<file path="config.mk">
export PLATFORM = sky130hd
export DESIGN_NAME = eis_multiply_divide_shift_core
export DESIGN_NICKNAME = d
export VERILOG_FILES = /design/src/rtl/eisd_pkg.sv /design/src/rtl/eisd_front.sv /design/src/rtl/eisd_div_stage.sv /design/src/rtl/eisd_back.sv /design/src/rtl/eis_multiply_divide_shift_core.sv
export SDC_FILE = /design/constraint.sdc
export NUM_CORES = 2
export LEC_CHECK = 0
export ABC_AREA = 1
export CAP_MARGIN = 20
export CORE_MARGIN = 4
export CORE_UTILIZATION = 60
export CTS_CLUSTER_SIZE = 40
export DETAILED_ROUTE_END_ITERATION = 6
export DONT_BUFFER_PORTS = 1
export HOLD_SLACK_MARGIN = 0.08
export MAX_ROUTING_LAYER = met4
export PLACE_DENSITY = 0.76
export SKIP_CTS_REPAIR_TIMING = 1
export SYNTH_ARGS = -nofsm -noshare
export SYNTH_HDL_FRONTEND = slang
export SYNTH_SLANG_ARGS = --single-unit
</file>
<file path="constraint.sdc">
create_clock -name clock -period 20.5 [get_ports clock]
set_clock_uncertainty 0.1 [all_clocks]
set_input_delay 4.1 -clock clock [delete_from_list [all_inputs] [get_ports clock]]
set_output_delay 4.1 -clock clock [all_outputs]
set_load 0.005 [all_outputs]
</file>
<file path="src/rtl/eisd_pkg.sv">
// ----------------------------------------------------------------------------
// eisd_pkg: shared types and codes for the EIS multiply/divide/shift core
// Request and response payloads, the inter-stage word and operation codes.
// ----------------------------------------------------------------------------
`default_nettype none

package eisd_pkg;

   localparam logic [1:0] ACT_MUL  = 2'd0;
   localparam logic [1:0] ACT_DIV  = 2'd1;
   localparam logic [1:0] ACT_ASH  = 2'd2;
   localparam logic [1:0] ACT_ASHC = 2'd3;

   // Quotient bits retired per divide stage, and the number of divide stages
   localparam int unsigned DIV_STEPS  = 8;
   localparam int unsigned DIV_STAGES = 4;

   typedef struct packed {
      logic [1:0]  action;
      logic [15:0] reg_word;
      logic [15:0] pair_word;
      logic [15:0] source_word;
   } req_type;

   typedef struct packed {
      logic [15:0] result_high;
      logic [15:0] result_low;
      logic        write_high;
      logic        write_low;
      logic        flag_n;
      logic        flag_z;
      logic        flag_v;
      logic        flag_c;
   } rsp_type;

   // Word carried down the pipe
   typedef struct packed {
      logic [1:0]  action;
      logic [15:0] reg_word;
      logic [15:0] pair_word;
      logic [31:0] res;       // multiply / shift result as {high, low}
      logic [3:0]  flags;     // N Z V C for multiply / shift
      logic        dvd_neg;
      logic        div_zero;
      logic [31:0] dvd;       // dividend magnitude, shifted out MSB first
      logic [31:0] quo;
      logic [15:0] rem;
      logic [15:0] divisor;
   } mid_type;

endpackage

`default_nettype wire

</file>
<file path="src/rtl/eisd_front.sv">
// ----------------------------------------------------------------------------
// eisd_front: operand decode, multiply, shifts and divide setup
// Produces the pipe word for one request.
// ----------------------------------------------------------------------------
`default_nettype none

module eisd_front (
   input  eisd_pkg::req_type req,
   output eisd_pkg::mid_type mid
);
   import eisd_pkg::*;

   logic [5:0]         cnt;
   logic [5:0]         rcnt;
   logic [31:0]        val;
   logic signed [31:0] prod;
   logic signed [64:0] rt32;
   logic signed [48:0] rt16;
   logic [63:0]        lt32;
   logic [47:0]        lt16;
   logic [15:0]        shw;
   logic [31:0]        shp;
   logic               cw;
   logic               cp;

   always_comb begin
      cnt  = req.source_word[5:0];
      rcnt = 6'(7'd64 - {1'b0, cnt});
      val  = {req.reg_word, req.pair_word};
      prod = 32'($signed(req.reg_word) * $signed(req.source_word));
      rt32 = $signed({{32{val[31]}}, val, 1'b0}) >>> rcnt;
      rt16 = $signed({{32{req.reg_word[15]}}, req.reg_word, 1'b0}) >>> rcnt;
      lt32 = {32'b0, val} << cnt[4:0];
      lt16 = {32'b0, req.reg_word} << cnt[4:0];
      if (cnt[5]) begin
         shw = rt16[16:1];
         cw  = rt16[0];
         shp = rt32[32:1];
         cp  = rt32[0];
      end else begin
         shw = lt16[15:0];
         cw  = lt16[16];
         shp = lt32[31:0];
         cp  = lt32[32];
      end

      mid           = '0;
      mid.action    = req.action;
      mid.reg_word  = req.reg_word;
      mid.pair_word = req.pair_word;
      mid.dvd_neg   = req.reg_word[15];
      mid.div_zero  = (req.source_word == 16'd0);
      mid.dvd       = req.reg_word[15] ? 32'(-val) : val;
      mid.divisor   = req.source_word;

      unique case (req.action)
         ACT_MUL: begin
            mid.res   = prod;
            mid.flags = {prod[31], prod == 32'sd0, 1'b0,
                         !(prod[31:15] == '0 || prod[31:15] == '1)};
         end
         ACT_ASH: begin
            mid.res   = {shw, req.pair_word};
            mid.flags = {shw[15], shw == 16'd0, shw[15] ^ req.reg_word[15], cw};
         end
         ACT_ASHC: begin
            mid.res   = shp;
            mid.flags = {shp[31], shp == 32'd0, shp[31] ^ val[31], cp};
         end
         default: begin
            mid.res   = val;
            mid.flags = 4'b0;
         end
      endcase
   end

endmodule

`default_nettype wire

</file>
<file path="src/rtl/eisd_div_stage.sv">
// ----------------------------------------------------------------------------
// eisd_div_stage: one registered slice of the restoring divider
// Retires DIV_STEPS quotient bits and holds its result under backpressure.
// ----------------------------------------------------------------------------
`default_nettype none

module eisd_div_stage (
   input  logic              clock,
   input  logic              reset,
   input  logic              in_valid,
   input  eisd_pkg::mid_type in_data,
   output logic              in_ready,
   output logic              out_valid,
   output eisd_pkg::mid_type out_data,
   input  logic              out_ready
);
   import eisd_pkg::*;

   logic    valid_ff;
   mid_type data_ff;
   mid_type data_in;
   logic [16:0] trial;

   always_comb begin
      data_in = in_data;
      trial   = '0;
      for (int i = 0; i < DIV_STEPS; i++) begin
         trial = {data_in.rem, data_in.dvd[31]};
         data_in.dvd = {data_in.dvd[30:0], 1'b0};
         if (trial >= {1'b0, data_in.divisor}) begin
            data_in.rem = 16'(trial - {1'b0, data_in.divisor});
            data_in.quo = {data_in.quo[30:0], 1'b1};
         end else begin
            data_in.rem = trial[15:0];
            data_in.quo = {data_in.quo[30:0], 1'b0};
         end
      end
   end

   assign in_ready  = !valid_ff || out_ready;
   assign out_valid = valid_ff;
   assign out_data  = data_ff;

   always_ff @(posedge clock) begin
      if (reset) begin
         valid_ff <= 1'b0;
      end else if (in_ready) begin
         valid_ff <= in_valid;
      end
   end

   always_ff @(posedge clock) begin
      if (in_ready && in_valid) begin
         data_ff <= data_in;
      end
   end

endmodule

`default_nettype wire

</file>
<file path="src/rtl/eisd_back.sv">
// ----------------------------------------------------------------------------
// eisd_back: result formatting
// Applies divide signs, divide error cases and write enables.
// ----------------------------------------------------------------------------
`default_nettype none

module eisd_back (
   input  eisd_pkg::mid_type mid,
   output eisd_pkg::rsp_type rsp
);
   import eisd_pkg::*;

   logic [15:0] q16;
   logic [15:0] r16;

   always_comb begin
      q16 = mid.dvd_neg ? 16'(-mid.quo[15:0]) : mid.quo[15:0];
      r16 = mid.dvd_neg ? 16'(-mid.rem) : mid.rem;
      rsp = '0;
      rsp.result_high = mid.reg_word;
      rsp.result_low  = mid.pair_word;
      if (mid.action == ACT_DIV) begin
         priority if (mid.div_zero) begin
            rsp.flag_c = 1'b1;
         end else if (!mid.dvd_neg && mid.quo[31:16] != 16'd0) begin
            rsp.flag_v = 1'b1;
         end else begin
            rsp.result_high = q16;
            rsp.result_low  = r16;
            rsp.write_high  = 1'b1;
            rsp.write_low   = 1'b1;
            rsp.flag_n      = q16[15];
            rsp.flag_z      = (q16 == 16'd0);
         end
      end else begin
         rsp.result_high = mid.res[31:16];
         rsp.result_low  = mid.res[15:0];
         rsp.write_high  = 1'b1;
         rsp.write_low   = (mid.action != ACT_ASH);
         {rsp.flag_n, rsp.flag_z, rsp.flag_v, rsp.flag_c} = mid.flags;
      end
   end

endmodule

`default_nettype wire

</file>
<file path="src/rtl/eis_multiply_divide_shift_core.sv">
// ----------------------------------------------------------------------------
// eis_multiply_divide_shift_core: EIS MUL / DIV / ASH / ASHC unit
// Pipelined arithmetic unit, one transfer in and one transfer out per item.
// ----------------------------------------------------------------------------
//
//   channel   ports                        carries
//   -------   --------------------------   ----------------------------------
//   request   req_valid req_stall req_*    action, register, pair, source
//   response  rsp_valid rsp_stall rsp_*    results, write enables, N Z V C
//
// Six register stages: front (multiply, shifts, divide setup), four divide
// slices of eight quotient bits each, and the output register. One item is
// accepted every cycle when the response side keeps up. Each stage holds its
// item while the one after it is full, so bubbles close up and a stall drops
// or repeats nothing. Reset clears all valid bits.
// ----------------------------------------------------------------------------
`default_nettype none

module eis_multiply_divide_shift_core (
   input  logic              clock,
   input  logic              reset,
   input  logic              req_valid,
   output logic              req_stall,
   input  eisd_pkg::req_type req_payload,
   output logic              rsp_valid,
   input  logic              rsp_stall,
   output eisd_pkg::rsp_type rsp_payload
);
   import eisd_pkg::*;

   // front stage
   mid_type front_mid;
   mid_type front_ff;
   logic    front_valid_ff;
   logic    front_ready;

   // divide slices: index 0 is the front stage output
   mid_type div_data  [DIV_STAGES+1];
   logic    div_valid [DIV_STAGES+1];
   logic    div_ready [DIV_STAGES+1];

   // output stage
   rsp_type back_rsp;
   rsp_type out_ff;
   logic    out_valid_ff;
   logic    out_ready;

   eisd_front u_front (
      .req (req_payload),
      .mid (front_mid)
   );

   assign front_ready = !front_valid_ff || div_ready[0];
   assign req_stall   = !front_ready;

   always_ff @(posedge clock) begin
      if (reset) begin
         front_valid_ff <= 1'b0;
      end else if (front_ready) begin
         front_valid_ff <= req_valid;
      end
   end

   always_ff @(posedge clock) begin
      if (front_ready && req_valid) begin
         front_ff <= front_mid;
      end
   end

   assign div_data[0]  = front_ff;
   assign div_valid[0] = front_valid_ff;

   for (genvar g = 0; g < DIV_STAGES; g++) begin : g_div
      eisd_div_stage u_stage (
         .clock     (clock),
         .reset     (reset),
         .in_valid  (div_valid[g]),
         .in_data   (div_data[g]),
         .in_ready  (div_ready[g]),
         .out_valid (div_valid[g+1]),
         .out_data  (div_data[g+1]),
         .out_ready (div_ready[g+1])
      );
   end

   eisd_back u_back (
      .mid (div_data[DIV_STAGES]),
      .rsp (back_rsp)
   );

   // output register
   assign out_ready             = !out_valid_ff || !rsp_stall;
   assign div_ready[DIV_STAGES] = out_ready;

   always_ff @(posedge clock) begin
      if (reset) begin
         out_valid_ff <= 1'b0;
      end else if (out_ready) begin
         out_valid_ff <= div_valid[DIV_STAGES];
      end
   end

   always_ff @(posedge clock) begin
      if (out_ready && div_valid[DIV_STAGES]) begin
         out_ff <= back_rsp;
      end
   end

   assign rsp_valid   = out_valid_ff;
   assign rsp_payload = out_ff;

`ifndef SYNTHESIS
   // Only a word shift writes the high word alone
   a_low_needs_high: assert property (@(posedge clock) disable iff (reset)
      rsp_valid && rsp_payload.write_low |-> rsp_payload.write_high)
      else $error("low word written without high word");

   // A suppressed write is a divide error: exactly one of V and C, no N or Z
   a_div_error_flags: assert property (@(posedge clock) disable iff (reset)
      rsp_valid && !rsp_payload.write_high |->
         (rsp_payload.flag_v ^ rsp_payload.flag_c) &&
         !rsp_payload.flag_n && !rsp_payload.flag_z)
      else $error("bad flags on a suppressed write");

   // Nothing leaves the pipe right after reset
   a_reset_empty: assert property (@(posedge clock)
      reset |=> !rsp_valid)
      else $error("response valid after reset");
`endif

endmodule

`default_nettype wire

</file>
==> reports/metrics.cfg <==
[status]
run_status=completed

[logic_synthesis]
netlist_area_um2=66300
synth_area_leader_cell=edfxtp_1
yosysTopAreaCellShare_pct=30.7
synth_area_leaders=edfxtp_1 31%, nand2_1 13%, ha_1 11%
syn-instance-count=8337
yosysMostFrequentCell=nand2_1
synth-main-ff-cell=edfxtp_1
yosysWarningCount=0
synthTopCellsByCount=2,300 x nand2_1, 1,170 x inv_1, 677 x edfxtp_1
ys_seq_area_share_pct=30.8
synth_edf_count=677
ys_types=77
synth_seq_cells=683
synth_nets=9269
synth.avg_cell_area_um2=7.95
async_flop_share_pct=0

[clocking]
cts_buffers=71
path_clk_slew_ns=0.06
clk_latency_ns=0.61
cts_buffer_depth=3
cts.sink_count=683
cts_tree=done
htreeDepth=3
clockRootBuffer=clkbuf_16

[drt]
first_pass_iters=7
wl_per_cell_um=21.2
routed_wl_um=208000
detail-route-antenna-nets=0
drt-vias-per-instance=5.92
via_count=58200
drt_iter0_markers=5631
drc_errors=0

[grt]
antenna_found_initial=5
grt_start_max_net_pins=85
grt.total_usage_pct=36.1
grt_pass1_wl_um=319000
grt_overflow=0
grt_pass1_vias=56400

[timing]
hold_viol=0
tightest_slew_ns=1.04
rsz0062_at_grt=false
finalCritPeriodShare_pct=92.5
fin_setup_tns_ns=0
setup_violations=0
maxSlewViolCount=0
max_slew_margin_pct=30.5
fmax_ghz=0.0527
setup_slack_ns=1.53
fin_crit_ns=18.97

[setup_path]
critPathMaxFanout=26
crit_slowest_cell=edfxtp_1
cp.arrival_ns=19.21
critPathCaptureType=flip-flop
cp.required_ns=20.75
criticalPathCategory=reg -> reg
cp_common_cell=nand2_1
cp_num_buf_inv=10
crit_family=compound AO/OA/AOI/OAI gates
cp-start-kind=flip-flop
slowest_delay_ns=0.47

[final_layout]
layout-drive-gt1-share_pct=5.54
seq_area_um2=20400
nFillCells=9467
syn_to_final_growth_pct=6.14
final_nets=9223
fin_area_um2=70400
multi_input_area_um2=40200
layout.cells.non_filler=9823

[min_path]
hold_path.class=reg -> reg

[place]
place_congestion=1.04
place_inst=9662
dp_slack_ns=0.274
placed_area_um2=67700
io_buffers=0
hpwl_um=159000

[floorplanning]
rows=121
die_h_um=340
die_area_um2=116000
initial_core_util_pct=60.7
io_pins=94
core_um2=109000
die_x_um=340

[run]
cap_violations=0

[flip-flops by register name, indices dropped and copies added (netlist names)]
name	count
div_data	118
front_valid_ff	1
g_div.u_stage.out_data	521
g_div.u_stage.out_valid	4
rsp_payload	38
rsp_valid	1
[routing by layer]
metal / track usage (%) / share of wire (%) / vias up
met5: - / 0 / -
met4: 14.5 / 4.9 / 0
met3: 5.29 / 8.3 / 590
met2: 57.9 / 46 / 2768
met1: 46.4 / 41 / 27300
li1: - / - / 27600
[layout make-up]
class	instances	area share (%)
antenna	2	0.00711
clock buffer	83	2.62
clock inverter	44	0.731
inverter	1214	6.57
multi-input combinational	6212	57.2
sequential	683	29.1
tap	1476	2.62
timing repair buffer	108	1.20
timing repair inverter	1	0.0107
[worst register-to-register path, delay by kind of cell (launching register included)]
kind,cells,cell delay [ns]
AO/OA/AOI/OAI,36,7.13
adder cells (fa/ha/maj),8,2.82
buffers and inverters,10,1.85
flip-flops,1,0.47
AND/OR/NAND/NOR,48,6.31
[logic make-up (layout without fill, tap and decap cells)]
| logic type | Yosys count | after routing | share of synthesized area (%) |
|---|---|---|---|
| AND/OR/NAND/NOR | 3383 | 3383 | 21.8 |
| AO/OA/AOI/OAI | 1456 | 1456 | 12.4 |
| buffers and inverters | 1442 | 1450 | 8.58 |
| adder cells (fa/ha/maj) | 878 | 878 | 19.9 |
| flip-flops | 683 | 683 | 30.8 |
| XOR/XNOR | 484 | 484 | 6.39 |
| multiplexers | 11 | 11 | 0.166 |
| other | 0 | 2 | 0 |
[metrics by stage]
stage	hold slack, ns	utilization (%)
floorplan	0.300	-
global placement	0.301	61.9
detailed placement	0.305	61.9
CTS	0.303	64.1
global route	0.314	64.4
finish	0.305	64.4
[final timing paths]
| kind | end | start | slack, ns | cells after the start |
|---|---|---|---|---|
| worst max register to register | g_div[1].u_stage.out_data[19] | g_div[0].u_stage.out_data[2] | 1.53 | 102 |
| worst min-delay path | g_div[0].u_stage.out_data[133] | div_data[805] | 0.30 | 0 |
| worst max-delay path | g_div[1].u_stage.out_data[19] | g_div[0].u_stage.out_data[2] | 1.53 | 102 |
| worst min register to register | g_div[0].u_stage.out_data[133] | div_data[805] | 0.30 | 0 |
[placed cells by master, fill, tap and decap left out, types with 35 or more instances in the layout]
cell type | Yosys | routed
nand3_1 | 380 | 380
inv_1 | 1170 | 1156
o211ai_1 | 59 | 59
nand2_1 | 2300 | 2300
ha_1 | 585 | 585
a31oi_1 | 40 | 40
o21ai_0 | 525 | 521
edfxtp_1 | 677 | 677
xnor2_1 | 171 | 171
nand2_2 | 35 | 35
fa_1 | 293 | 293
buf_4 | 14 | 106
a21oi_1 | 552 | 550
o21bai_1 | 37 | 37
nor3_1 | 78 | 78
o21ai_1 | 54 | 55
nor2_1 | 330 | 328
xor2_1 | 313 | 313
clkbuf_16 | 0 | 72
nand4_1 | 80 | 80
Power is left out: the tool's default activity adds up to more than one toggle a clock period on the data nets, which glitch-free logic cannot reach.
